### config.mk
export PLATFORM = sky130hd
export DESIGN_NAME = tachometer_period_autorange_top
export DESIGN_NICKNAME = d
export VERILOG_FILES = /design/src/design/tpa_pkg.sv /design/src/design/tpa_mul.sv /design/src/design/tpa_div.sv /design/src/design/tachometer_period_autorange_top.sv
export SDC_FILE = /design/constraint.sdc
export NUM_CORES = 1
export LEC_CHECK = 0
export ABC_AREA = 1
export BUFFER_PORTS_ARGS = -buffer_cell sky130_fd_sc_hd__buf_2
export CAP_MARGIN = 20
export CELL_PAD_IN_SITES_DETAIL_PLACEMENT = 1
export CELL_PAD_IN_SITES_GLOBAL_PLACEMENT = 1
export CORE_MARGIN = 2
export CORE_UTILIZATION = 35
export CTS_CLUSTER_SIZE = 40
export DETAILED_ROUTE_END_ITERATION = 6
export GPL_TIMING_DRIVEN = 0
export PLACE_DENSITY_LB_ADDON = 0.1
export REMOVE_ABC_BUFFERS = 1
export SKIP_CTS_REPAIR_TIMING = 1
export SYNTH_ARGS = -nofsm -noshare
export SYNTH_HDL_FRONTEND = slang
export SYNTH_SLANG_ARGS = --single-unit
### constraint.sdc
create_clock -name i_clk -period 11.8 [get_ports i_clk]
set_clock_uncertainty 0.2 [all_clocks]
set_input_delay 0.59 -clock i_clk [delete_from_list [all_inputs] [get_ports i_clk]]
set_output_delay 0.59 -clock i_clk [all_outputs]
set_load 0.01 [all_outputs]
### src/design/tpa_pkg.sv
// ----------------------------------------------------------------------------
// tpa_pkg
// Shared types, codes and constants of the tachometer period autorange block.
// ----------------------------------------------------------------------------
package tpa_pkg;

    localparam int STAMP_W     = 16;
    localparam int PERIOD_W    = 32;
    localparam int COUNT_W     = 32;
    localparam int TPERIOD_W   = 17;
    localparam int TIMEOUT_W   = 16;
    localparam int CPM_W       = 34;
    localparam int SPEED_W     = 32;
    localparam int CFG_INDEX_W = 3;
    localparam int CFG_DATA_W  = 34;
    localparam int DIV_CNT_W   = $clog2(CPM_W + 1);

    // operation codes
    localparam logic [1:0] OP_OVERFLOW = 2'd0;
    localparam logic [1:0] OP_CAPTURE  = 2'd1;
    localparam logic [1:0] OP_REARM    = 2'd2;

    // register indexes
    localparam logic [CFG_INDEX_W-1:0] CFG_TIMER_PERIOD  = 3'd0;
    localparam logic [CFG_INDEX_W-1:0] CFG_TIMEOUT       = 3'd1;
    localparam logic [CFG_INDEX_W-1:0] CFG_CLOCKS_PER_MIN = 3'd2;
    localparam logic [CFG_INDEX_W-1:0] CFG_FAST_THRESH   = 3'd3;
    localparam logic [CFG_INDEX_W-1:0] CFG_SLOW_THRESH   = 3'd4;

    // register reset values
    localparam logic [TPERIOD_W-1:0] RST_TIMER_PERIOD = 17'd50000;
    localparam logic [TIMEOUT_W-1:0] RST_TIMEOUT      = 16'd9600;
    localparam logic [CPM_W-1:0]     RST_CLOCKS_PER_MIN = 34'd5760000000;
    localparam logic [PERIOD_W-1:0]  RST_FAST_THRESH  = 32'd5000;
    localparam logic [PERIOD_W-1:0]  RST_SLOW_THRESH  = 32'd50000;

    localparam logic [1:0] PRESCALE_FAST = 2'd3;
    localparam logic [1:0] PRESCALE_SLOW = 2'd0;

    typedef struct packed {
        logic [1:0]         operation;
        logic [STAMP_W-1:0] capture_value;
        logic               capture_overrun;
    } t_in_word;

    typedef struct packed {
        logic [PERIOD_W-1:0] period_ticks;
        logic [SPEED_W-1:0]  speed_per_minute;
        logic [1:0]          prescale_code;
        logic                capture_enabled;
        logic                overrun_pending;
    } t_out_word;

    typedef enum logic [2:0] {
        S_IDLE,
        S_MUL,
        S_SPAN,
        S_RANGE,
        S_SPEED,
        S_DIV,
        S_DONE
    } t_state;

endpackage

### src/design/tpa_mul.sv
// ----------------------------------------------------------------------------
// tpa_mul
// Bit-serial shift-add multiplier, overflow count times timer period, keeping
// the low period bits. One multiplier bit per cycle, stops when none are left.
// ----------------------------------------------------------------------------
module tpa_mul (
    input  logic                          i_clk,
    input  logic                          i_rst_n,
    input  logic                          i_start,
    input  logic [tpa_pkg::COUNT_W-1:0]   i_mcand,
    input  logic [tpa_pkg::TPERIOD_W-1:0] i_mplier,
    output logic                          o_done,
    output logic [tpa_pkg::PERIOD_W-1:0]  o_product
);

    logic                          r_busy;
    logic                          n_busy;
    logic [tpa_pkg::PERIOD_W-1:0]  r_mcand;
    logic [tpa_pkg::PERIOD_W-1:0]  n_mcand;
    logic [tpa_pkg::TPERIOD_W-1:0] r_mplier;
    logic [tpa_pkg::TPERIOD_W-1:0] n_mplier;
    logic [tpa_pkg::PERIOD_W-1:0]  r_acc;
    logic [tpa_pkg::PERIOD_W-1:0]  n_acc;

    always_comb begin
        n_busy   = r_busy;
        n_mcand  = r_mcand;
        n_mplier = r_mplier;
        n_acc    = r_acc;
        if (i_start) begin
            n_busy   = 1'b1;
            n_mcand  = tpa_pkg::PERIOD_W'(i_mcand);
            n_mplier = i_mplier;
            n_acc    = '0;
        end else if (r_busy) begin
            if (r_mplier == '0) begin
                n_busy = 1'b0;
            end else begin
                if (r_mplier[0]) begin
                    n_acc = r_acc + r_mcand;
                end
                n_mcand  = {r_mcand[tpa_pkg::PERIOD_W-2:0], 1'b0};
                n_mplier = {1'b0, r_mplier[tpa_pkg::TPERIOD_W-1:1]};
            end
        end
    end

    always_ff @(posedge i_clk) begin
        if (!i_rst_n) begin
            r_busy <= 1'b0;
        end else begin
            r_busy <= n_busy;
        end
        r_mcand  <= n_mcand;
        r_mplier <= n_mplier;
        r_acc    <= n_acc;
    end

    assign o_done    = r_busy && (r_mplier == '0);
    assign o_product = r_acc;

endmodule

### src/design/tpa_div.sv
// ----------------------------------------------------------------------------
// tpa_div
// Restoring bit-serial divider for the speed figure: one quotient bit per
// cycle, quotient saturated to the speed width.
// ----------------------------------------------------------------------------
module tpa_div (
    input  logic                         i_clk,
    input  logic                         i_rst_n,
    input  logic                         i_start,
    input  logic [tpa_pkg::CPM_W-1:0]    i_dividend,
    input  logic [tpa_pkg::PERIOD_W-1:0] i_divisor,
    output logic                         o_done,
    output logic [tpa_pkg::SPEED_W-1:0]  o_quotient
);

    logic                          r_busy;
    logic                          n_busy;
    logic [tpa_pkg::DIV_CNT_W-1:0] r_cnt;
    logic [tpa_pkg::DIV_CNT_W-1:0] n_cnt;
    logic [tpa_pkg::PERIOD_W-1:0]  r_rem;
    logic [tpa_pkg::PERIOD_W-1:0]  n_rem;
    logic [tpa_pkg::CPM_W-1:0]     r_quo;
    logic [tpa_pkg::CPM_W-1:0]     n_quo;
    logic [tpa_pkg::PERIOD_W-1:0]  r_divisor;
    logic [tpa_pkg::PERIOD_W:0]    trial;
    logic [tpa_pkg::PERIOD_W:0]    diff;

    assign trial = {r_rem, r_quo[tpa_pkg::CPM_W-1]};
    assign diff  = trial - {1'b0, r_divisor};

    always_comb begin
        n_busy = r_busy;
        n_cnt  = r_cnt;
        n_rem  = r_rem;
        n_quo  = r_quo;
        if (i_start) begin
            n_busy = 1'b1;
            n_cnt  = tpa_pkg::DIV_CNT_W'(tpa_pkg::CPM_W);
            n_rem  = '0;
            n_quo  = i_dividend;
        end else if (r_busy) begin
            if (r_cnt == '0) begin
                n_busy = 1'b0;
            end else begin
                // dividend bits shift out the top while quotient bits enter below
                if (!diff[tpa_pkg::PERIOD_W]) begin
                    n_rem = diff[tpa_pkg::PERIOD_W-1:0];
                    n_quo = {r_quo[tpa_pkg::CPM_W-2:0], 1'b1};
                end else begin
                    n_rem = trial[tpa_pkg::PERIOD_W-1:0];
                    n_quo = {r_quo[tpa_pkg::CPM_W-2:0], 1'b0};
                end
                n_cnt = r_cnt - 1'b1;
            end
        end
    end

    always_ff @(posedge i_clk) begin
        if (!i_rst_n) begin
            r_busy <= 1'b0;
            r_cnt  <= '0;
        end else begin
            r_busy <= n_busy;
            r_cnt  <= n_cnt;
        end
        r_rem <= n_rem;
        r_quo <= n_quo;
        if (i_start) begin
            r_divisor <= i_divisor;
        end
    end

    assign o_done     = r_busy && (r_cnt == '0);
    assign o_quotient = (r_quo[tpa_pkg::CPM_W-1:tpa_pkg::SPEED_W] != '0) ?
                        '1 : r_quo[tpa_pkg::SPEED_W-1:0];

endmodule

### src/design/tachometer_period_autorange_top.sv
// ----------------------------------------------------------------------------
// tachometer_period_autorange_top
// Tachometer period measurement with prescaler autorange and speed output.
// ----------------------------------------------------------------------------
// sequence: a second capture runs the serial multiply, which ends after the top
//   set bit of the timer period; the divide is skipped when the speed is zero
// pacing: a word is accepted only in idle, once the previous result is in the
//   output register; the 34-step serial divider sets the pace
// reset: synchronous active low, registers return to their defaults, capture
//   armed, no measurement held
module tachometer_period_autorange_top (
    input  logic                            i_clk,
    input  logic                            i_rst_n,
    input  logic                            i_in_valid,
    output logic                            o_in_ready,
    input  tpa_pkg::t_in_word               i_in_data,
    output logic                            o_out_valid,
    input  logic                            i_out_ready,
    output tpa_pkg::t_out_word              o_out_data,
    input  logic                            i_cfg_we,
    input  logic [tpa_pkg::CFG_INDEX_W-1:0] i_cfg_index,
    input  logic [tpa_pkg::CFG_DATA_W-1:0]  i_cfg_data
);

    tpa_pkg::t_state r_state;
    tpa_pkg::t_state n_state;

    logic [tpa_pkg::TPERIOD_W-1:0] r_timer_period;
    logic [tpa_pkg::TPERIOD_W-1:0] n_timer_period;
    logic [tpa_pkg::TIMEOUT_W-1:0] r_timeout;
    logic [tpa_pkg::TIMEOUT_W-1:0] n_timeout;
    logic [tpa_pkg::CPM_W-1:0]     r_cpm;
    logic [tpa_pkg::CPM_W-1:0]     n_cpm;
    logic [tpa_pkg::PERIOD_W-1:0]  r_fast;
    logic [tpa_pkg::PERIOD_W-1:0]  n_fast;
    logic [tpa_pkg::PERIOD_W-1:0]  r_slow;
    logic [tpa_pkg::PERIOD_W-1:0]  n_slow;

    logic                         r_first;
    logic                         n_first;
    logic [tpa_pkg::STAMP_W-1:0]  r_stamp;
    logic [tpa_pkg::STAMP_W-1:0]  n_stamp;
    logic [tpa_pkg::COUNT_W-1:0]  r_count;
    logic [tpa_pkg::COUNT_W-1:0]  n_count;
    logic [tpa_pkg::PERIOD_W-1:0] r_period;
    logic [tpa_pkg::PERIOD_W-1:0] n_period;
    logic [1:0]                   r_prescale;
    logic [1:0]                   n_prescale;
    logic                         r_armed;
    logic                         n_armed;
    logic                         r_overrun;
    logic                         n_overrun;

    logic [tpa_pkg::STAMP_W-1:0]  r_cap_value;
    logic [tpa_pkg::STAMP_W-1:0]  n_cap_value;
    logic                         r_cap_overrun;
    logic                         n_cap_overrun;
    logic [tpa_pkg::SPEED_W-1:0]  r_speed;
    logic [tpa_pkg::SPEED_W-1:0]  n_speed;

    logic                         r_out_valid;
    logic                         n_out_valid;
    tpa_pkg::t_out_word           r_out;
    tpa_pkg::t_out_word           n_out;

    logic                         in_fire;
    logic                         mul_start;
    logic                         mul_done;
    logic [tpa_pkg::PERIOD_W-1:0] mul_product;
    logic                         div_start;
    logic                         div_done;
    logic [tpa_pkg::SPEED_W-1:0]  div_quotient;
    logic [tpa_pkg::COUNT_W-1:0]  count_inc;
    logic [tpa_pkg::PERIOD_W-1:0] span;

    assign o_in_ready = (r_state == tpa_pkg::S_IDLE);
    assign in_fire    = i_in_valid && o_in_ready;

    assign count_inc = (r_count == '1) ? r_count : r_count + 1'b1;
    assign span      = tpa_pkg::PERIOD_W'(r_cap_value) + mul_product
                       - tpa_pkg::PERIOD_W'(r_stamp);

    tpa_mul u_mul (
        .i_clk     (i_clk),
        .i_rst_n   (i_rst_n),
        .i_start   (mul_start),
        .i_mcand   (r_count),
        .i_mplier  (r_timer_period),
        .o_done    (mul_done),
        .o_product (mul_product)
    );

    tpa_div u_div (
        .i_clk      (i_clk),
        .i_rst_n    (i_rst_n),
        .i_start    (div_start),
        .i_dividend (r_cpm),
        .i_divisor  (r_period),
        .o_done     (div_done),
        .o_quotient (div_quotient)
    );

    // configuration writes
    always_comb begin
        n_timer_period = r_timer_period;
        n_timeout      = r_timeout;
        n_cpm          = r_cpm;
        n_fast         = r_fast;
        n_slow         = r_slow;
        if (i_cfg_we) begin
            case (i_cfg_index)
                tpa_pkg::CFG_TIMER_PERIOD: begin
                    n_timer_period = i_cfg_data[tpa_pkg::TPERIOD_W-1:0];
                end
                tpa_pkg::CFG_TIMEOUT: begin
                    n_timeout = i_cfg_data[tpa_pkg::TIMEOUT_W-1:0];
                end
                tpa_pkg::CFG_CLOCKS_PER_MIN: begin
                    n_cpm = i_cfg_data[tpa_pkg::CPM_W-1:0];
                end
                tpa_pkg::CFG_FAST_THRESH: begin
                    n_fast = i_cfg_data[tpa_pkg::PERIOD_W-1:0];
                end
                tpa_pkg::CFG_SLOW_THRESH: begin
                    n_slow = i_cfg_data[tpa_pkg::PERIOD_W-1:0];
                end
                default: begin
                end
            endcase
        end
    end

    // sequencer: next state and datapath updates
    always_comb begin
        n_state       = r_state;
        n_first       = r_first;
        n_stamp       = r_stamp;
        n_count       = r_count;
        n_period      = r_period;
        n_prescale    = r_prescale;
        n_armed       = r_armed;
        n_overrun     = r_overrun;
        n_cap_value   = r_cap_value;
        n_cap_overrun = r_cap_overrun;
        n_speed       = r_speed;
        n_out_valid   = r_out_valid && !i_out_ready;
        n_out         = r_out;
        mul_start     = 1'b0;
        div_start     = 1'b0;
        case (r_state)
            tpa_pkg::S_IDLE: begin
                if (in_fire) begin
                    n_state = tpa_pkg::S_SPEED;
                    case (i_in_data.operation)
                        tpa_pkg::OP_OVERFLOW: begin
                            n_count = count_inc;
                            if (count_inc > tpa_pkg::COUNT_W'(r_timeout)) begin
                                n_period   = '0;
                                n_prescale = tpa_pkg::PRESCALE_SLOW;
                            end
                        end
                        tpa_pkg::OP_CAPTURE: begin
                            if (r_armed) begin
                                if (!r_first) begin
                                    n_count = '0;
                                    n_first = 1'b1;
                                    n_stamp = i_in_data.capture_value;
                                end else begin
                                    n_cap_value   = i_in_data.capture_value;
                                    n_cap_overrun = i_in_data.capture_overrun;
                                    mul_start     = 1'b1;
                                    n_state       = tpa_pkg::S_MUL;
                                end
                            end
                        end
                        tpa_pkg::OP_REARM: begin
                            n_armed   = 1'b1;
                            n_overrun = 1'b0;
                        end
                        default: begin
                        end
                    endcase
                end
            end
            tpa_pkg::S_MUL: begin
                if (mul_done) begin
                    n_state = tpa_pkg::S_SPAN;
                end
            end
            tpa_pkg::S_SPAN: begin
                n_period  = span >> r_prescale;
                n_overrun = r_overrun | r_cap_overrun;
                n_first   = 1'b0;
                n_armed   = 1'b0;
                n_state   = tpa_pkg::S_RANGE;
            end
            tpa_pkg::S_RANGE: begin
                // slow test wins when both thresholds are crossed
                if (r_period > r_slow) begin
                    n_prescale = tpa_pkg::PRESCALE_SLOW;
                end else if (r_period < r_fast) begin
                    n_prescale = tpa_pkg::PRESCALE_FAST;
                end
                n_state = tpa_pkg::S_SPEED;
            end
            tpa_pkg::S_SPEED: begin
                if ((r_period == '0) || r_overrun) begin
                    n_speed = '0;
                    n_state = tpa_pkg::S_DONE;
                end else begin
                    div_start = 1'b1;
                    n_state   = tpa_pkg::S_DIV;
                end
            end
            tpa_pkg::S_DIV: begin
                if (div_done) begin
                    n_speed = div_quotient;
                    n_state = tpa_pkg::S_DONE;
                end
            end
            tpa_pkg::S_DONE: begin
                if (!r_out_valid || i_out_ready) begin
                    n_out_valid            = 1'b1;
                    n_out.period_ticks     = r_period;
                    n_out.speed_per_minute = r_speed;
                    n_out.prescale_code    = r_prescale;
                    n_out.capture_enabled  = r_armed;
                    n_out.overrun_pending  = r_overrun;
                    n_state                = tpa_pkg::S_IDLE;
                end
            end
            default: begin
                n_state = tpa_pkg::S_IDLE;
            end
        endcase
    end

    always_ff @(posedge i_clk) begin
        if (!i_rst_n) begin
            r_state <= tpa_pkg::S_IDLE;
        end else begin
            r_state <= n_state;
        end
    end

    always_ff @(posedge i_clk) begin
        if (!i_rst_n) begin
            r_timer_period <= tpa_pkg::RST_TIMER_PERIOD;
            r_timeout      <= tpa_pkg::RST_TIMEOUT;
            r_cpm          <= tpa_pkg::RST_CLOCKS_PER_MIN;
            r_fast         <= tpa_pkg::RST_FAST_THRESH;
            r_slow         <= tpa_pkg::RST_SLOW_THRESH;
            r_first        <= 1'b0;
            r_stamp        <= '0;
            r_count        <= '0;
            r_period       <= '0;
            r_prescale     <= tpa_pkg::PRESCALE_SLOW;
            r_armed        <= 1'b1;
            r_overrun      <= 1'b0;
            r_out_valid    <= 1'b0;
        end else begin
            r_timer_period <= n_timer_period;
            r_timeout      <= n_timeout;
            r_cpm          <= n_cpm;
            r_fast         <= n_fast;
            r_slow         <= n_slow;
            r_first        <= n_first;
            r_stamp        <= n_stamp;
            r_count        <= n_count;
            r_period       <= n_period;
            r_prescale     <= n_prescale;
            r_armed        <= n_armed;
            r_overrun      <= n_overrun;
            r_out_valid    <= n_out_valid;
        end
        r_cap_value   <= n_cap_value;
        r_cap_overrun <= n_cap_overrun;
        r_speed       <= n_speed;
        r_out         <= n_out;
    end

    assign o_out_valid = r_out_valid;
    assign o_out_data  = r_out;

    a_arm_clear_on_span: assert property (@(posedge i_clk) disable iff (!i_rst_n)
        $fell(r_armed) |-> $past(r_state) == tpa_pkg::S_SPAN)
        else $error("capture disarmed outside a completed measurement");

    a_speed_needs_period: assert property (@(posedge i_clk) disable iff (!i_rst_n)
        (o_out_valid && (o_out_data.speed_per_minute != '0)) |->
        ((o_out_data.period_ticks != '0) && !o_out_data.overrun_pending))
        else $error("speed reported without a valid period");

    a_mul_only_in_mul: assert property (@(posedge i_clk) disable iff (!i_rst_n)
        mul_done |-> (r_state == tpa_pkg::S_MUL))
        else $error("multiplier finished outside its state");

    a_div_only_in_div: assert property (@(posedge i_clk) disable iff (!i_rst_n)
        div_done |-> (r_state == tpa_pkg::S_DIV))
        else $error("divider finished outside its state");

endmodule

Yosys cells after proc, flatten, opt, wreduce, memory -nomap -nowiden
Cells that the tools add are included.
- register bits after elaboration: 524
- output and inout bits: 70
- order comparisons: 3
- muxes and demuxes: 66
- $add $sub $neg: 6
- bitwise logic cells: 5
- equality and inequality tests: 28
- shifts and indexed selects: 1
- reduce and logical (&&, ||, !) cells: 41
- operators with widths (cell ; number):
    $mux W32 ; 13
    $pmux W32 S2 ; 3
    $mux W34 ; 3
    $mux W17 ; 3
    $sub A33 B32 Y33 ; 1
    $add A16 B32 Y32 ; 1
    $add A32 B1 Y32 const B ; 1
    $add A32 B32 Y32 ; 1
    $eq A32 B32 Y1 const B ; 1
    $gt A32 B16 Y1 ; 1
    $gt A32 B32 Y1 ; 1
    $logic_not A32 Y1 ; 1
    $lt A32 B32 Y1 ; 1
    $shr A32 B2 Y32 ; 1
    $sub A32 B16 Y32 ; 1
    $mux W1 ; 23
    $mux W3 ; 7
    $pmux W3 S7 ; 1
    $reduce_and A5 Y1 ; 4
    $mux W6 ; 3
    $reduce_and A2 Y1 ; 9
    $logic_not A17 Y1 ; 1
    $ne A2 B2 Y1 const B ; 8
    $reduce_bool A2 Y1 ; 7
    other kinds (22) ; 54

Depth between registers and ports, before layout
- word-level depth: 7
- depth in mapped cells: 29
- depth with buffers taken out: 26

By module
Synthesis repeated with hierarchy kept, for this count alone.
- cells, all modules: 4233
- area, all modules: 30593.1 µm²
- modules (own cells, without submodules) (module ; cells an instance ; sequential area each (µm²) ; instances ; area an instance (µm²)):
    tachometer_period_autorange_top ; 2287 ; 7867.5 ; 1 ; 17619.4
    tpa_div ; 1091 ; 2762.6 ; 1 ; 7244.4
    tpa_mul ; 855 ; 2132.0 ; 1 ; 5729.2

Least setup slack after synthesis
Ideal clock, no wire load.
- kind: input to register
- start point: input port i_out_ready
- end point: register r_out (netlist bit o_out_data[0]) (enable)
- arrival: 6.973 ns
- data required time: 10.943 ns
- path slack: 3.970 ns
- cell stages on the path: 2
- setup time: 0.657 ns
- path buffers: 0
- path through: nor2_1 > nor4_1
- cells in the longest elaborated chain, start to end: 2
- ends and longest elaborated chain (item ; RTL line ; text):
    from (decl) ; tachometer_period_autorange_top.sv:18 ; input logic i_out_ready,
    $logic_or A1 B1 Y1 ; tachometer_period_autorange_top.sv:222 ; if (!r_out_valid || i_out_ready) begin
    $reduce_and A2 Y1 (no source line) ; - ;
    to (signal assigned) ; tachometer_period_autorange_top.sv:279 ; r_out <= n_out;
    to (decl) ; tachometer_period_autorange_top.sv:63 ; tpa_pkg::t_out_word r_out;
Every way passes these cells.
A chain may end at the register's enable or synchronous reset.

Final worst setup path
- start point: register r_count[0] in the netlist's numbering
- end point: register r_period[0] in the netlist's numbering
- cells in the longest elaborated chain, start to end: 5
- elaborated cells between the ends (all ways): 6
- classes of those cells: add/sub: 1; order compare: 1; eq/ne: 2; mux: 1; reduce/logical: 1
- ends and longest elaborated chain (item ; RTL line ; text):
    from (decl) ; tachometer_period_autorange_top.sv:43 ; logic [tpa_pkg::COUNT_W-1:0] r_count;
    from (signal assigned) ; tachometer_period_autorange_top.sv:269 ; r_count <= n_count;
    $add A32 B1 Y32 or $eq A32 B32 Y1 (tied branches) ; tachometer_period_autorange_top.sv:79 ; assign count_inc = (r_count == '1) ? r_count : r_count + 1'b1;
    $mux W32 (*) ; tachometer_period_autorange_top.sv:79 ;
    $gt A32 B16 Y1 (*) ; tachometer_period_autorange_top.sv:157 ; if (count_inc > tpa_pkg::COUNT_W'(r_timeout)) begin
    $ne A2 B1 Y1 (no source line) (*) ; - ;
    $reduce_and A4 Y1 (no source line) (*) ; - ;
    to (signal assigned) ; tachometer_period_autorange_top.sv:270 ; r_period <= n_period;
    to (decl) ; tachometer_period_autorange_top.sv:45 ; logic [tpa_pkg::PERIOD_W-1:0] r_period;
Mark *: on every way between the ends. The rest lies on a longest branch, timed or not.

==> results.cfg <==
[yosys]
synth_area_leaders = edfxtp_1, dfxtp_1, nand2_1
yosysTopAreaCell = edfxtp_1
yosysMostFrequentCell = nand2_1
synth_area_sq_um = 28640
synthTopCellsByCount = nand2_1, inv_1, nor2_1, a21oi_1, o21ai_0
avgSynthCellArea_sq_um = 7.688
yosys_most_used_dff = dfxtp_1
ys_seq_area_share_pct = 44.56
synth_edf_count = 231
syn_inst = 3725
yosysTopAreaCellShare_pct = 24.22
ys_ff_latch = 522
async_reset_ff_share_pct = 0
yosysWarnings = 0
ys_types = 47

[floorplan]
die_w_um = 290.1
die_h_um = 290.1
start_util_pct = 35.44
rows = 104
core_area_sq_um = 80810
ioPinCount = 131
dieArea_sq_um = 84130

[placement]
portBuffers = 130
preCtsSetupSlack_ns = 6.473
gp_congestion = 0.8606
place_hpwl_um = 69250
placed_cells = 4829

[timing]
drv_slew = 0
timing.final.crit_share_pct = 44.47
worstMarginPinSlew_ns = 0.9141
holdWs_ns = 0.01473
slew_headroom_pct = 38.84
setup_viol = 0
clock.fmax_ghz = 0.1906
setup_slack_ns = 6.553
rsz0062_at_grt = false
hold_viol = 0
finalCriticalPeriod_ns = 5.247
fin_setup_tns_ns = 0

[global_route]
grt_max_degree = 105
overflow = 0
antenna_found_initial = 3
grtUsageTotal_pct = 21.51
grt_pass1_wl_um = 142800
grt_pass1_vias = 25130

[route]
drt_wl_total_um = 90990
vias = 24670
via_per_inst = 4.967
drtPass1Iterations = 5
drt_iter0_drc = 1140
drt-wirelength-per-cell_um = 18.32
drc_errors = 0
ant_nets = 0

[pwr]
ir_worst_vdd_mv = 0.1697
p_leak_nw = 14.67
total_power_mw = 7.566
powerDensity_nw_per_um2 = 230.3

[clocking]
insertion_delay_ns = 0.67
clock-sinks = 522
clock_path_buffers = 3
h-tree-depth = 2
cts_root_buf = clkbuf_16
clk_pin_slew_ns = 0.06
cts_buffers = 61
cts_tree = yes

[critical_path]
cp.required_ns = 12.20
cp_data_arrival_time_ns = 5.65
critPathLaunchType = flip-flop
crit_fanout = 54
startpoint = r_count[0]$_SDFFE_PN0P_
worstSetupPathType = flip-flop to flip-flop
end_kind = flip-flop
worst_r2r_startpoint = r_count[0]$_SDFFE_PN0P_

[cells_and_area]
synthToLayoutAreaGrowth_pct = 14.72
finalNetCount = 4108
drive_gt1_share_pct = 7.785
final_cells = 4966

[run]
drv_cap = 0

[hold_path]
min_path_type = input pin to flip-flop
min_from = i_cfg_data[20]

[status]
status = finished clean
==> layout by cell type, fill, tap and decap left out, types with 16 or more instances in the layout <==
| cell type | synthesis | final |
|---|---|---|
| dfxtp_1 | 291 | 291 |
| xnor2_1 | 23 | 23 |
| dlygate4sd3_1 | 0 | 20 |
| clkinv_2 | 0 | 16 |
| fa_1 | 18 | 18 |
| nand2_1 | 903 | 899 |
| nor2_1 | 393 | 385 |
| o211ai_1 | 19 | 19 |
| a21oi_1 | 332 | 332 |
| nand4_1 | 45 | 45 |
| ha_1 | 177 | 177 |
| xor2_1 | 40 | 40 |
| inv_1 | 512 | 510 |
| edfxtp_1 | 231 | 231 |
| nor3_1 | 20 | 20 |
| clkbuf_16 | 0 | 62 |
| o21ai_0 | 302 | 302 |
| nand3_1 | 166 | 165 |
| nand3b_1 | 18 | 18 |
| buf_2 | 7 | 130 |
==> flip-flops by register name (all words and copies together) (netlist names), 3 cells and up <==
| register | flops |
|---|---|
| o_out_data | 67 |
| r_cpm | 34 |
| u_div.r_quo | 34 |
| r_count | 32 |
| r_fast | 32 |
| r_period | 32 |
| r_slow | 32 |
| r_speed | 32 |
| u_div.r_divisor | 32 |
| u_div.r_rem | 32 |
| u_mul.o_product | 32 |
| u_mul.r_mcand | 32 |
| r_timer_period | 17 |
| u_mul.r_mplier | 17 |
| r_cap_value | 16 |
| r_stamp | 16 |
| r_timeout | 16 |
| u_div.r_cnt | 6 |
| r_state | 3 |
==> worst paths after layout <==
check	endpoint	slack (ns)	depth (start not counted)
worst min register to register	o_out_data[33]$_DFFE_PP_	0.20	0
worst max register to register	r_period[0]$_SDFFE_PN0P_	6.55	19
worst min-delay path	r_cpm[20]$_SDFFE_PN1P_	0.01	3
worst max-delay path	r_period[0]$_SDFFE_PN0P_	6.55	19
==> layer usage <==
| layer | vias to the layer above | track usage [%] | wire [um] |
|---|---|---|---|
| li1 | 12450 | - | - |
| met1 | 11750 | 28.65 | 43070 |
| met2 | 356 | 36.73 | 42620 |
| met3 | 114 | 3.087 | 3224 |
| met4 | 2 | 5.145 | 2060 |
| met5 | - | 0 | 17 |
==> per-stage QoR <==
stage          utilization (%)  area (sq um)
3_3_place_gp             37.29         30130
6_report                 40.66         32850
5_1_grt                  40.65         32850
3_5_place_dp             37.94         30660
2_1_floorplan                -         28150
4_1_cts                  40.41         32650
==> final cells by class <==
class / instances / area, sq um
antenna: 1 / 2.502
clock buffer: 81 / 1673
clock inverter: 35 / 317.8
fill: 9849 / 47950
inverter: 526 / 1981
multi-input combinational: 2562 / 13480
sequential: 522 / 12760
tap: 1060 / 1326
timing repair buffer: 179 / 1314
==> cells by family after synthesis <==
group,Yosys count,share of synthesized area (%)
compound gates,715,13.19
xor+xnor,63,1.927
fa+ha+maj,195,8.991
buf+inv,641,8.589
flops,522,44.56
simple gates,1589,22.74
==> worst max-delay path, stage by stage (launching register included) <==
cell and delay [ns]:
dfxtp_1 0.45, ha_1 0.36, inv_2 0.09, nor2_4 0.19
nand2_2 0.14, nor2_4 0.15, nand3_1 0.48, buf_8 0.37
nand2_1 0.10, ha_1 0.15, nand2_1 0.09, nor4_1 0.52
nand3_1 0.14, a21oi_1 0.28, nand2_1 0.09, nor2_1 0.12
nand3_2 0.32, nand3_4 0.56, nor2_1 0.24, nor2_1 0.14
==> power breakdown <==
group          leakage [nW]  total (mW)  internal, mW  switching (mW)
registers              4.51        2.61          2.35           0.256
logic                  9.18        3.07         0.974            2.10
clock network         0.980        1.89          1.09           0.800
total                  14.7        7.57          4.41            3.15
(Power assumes the default switching activity.)
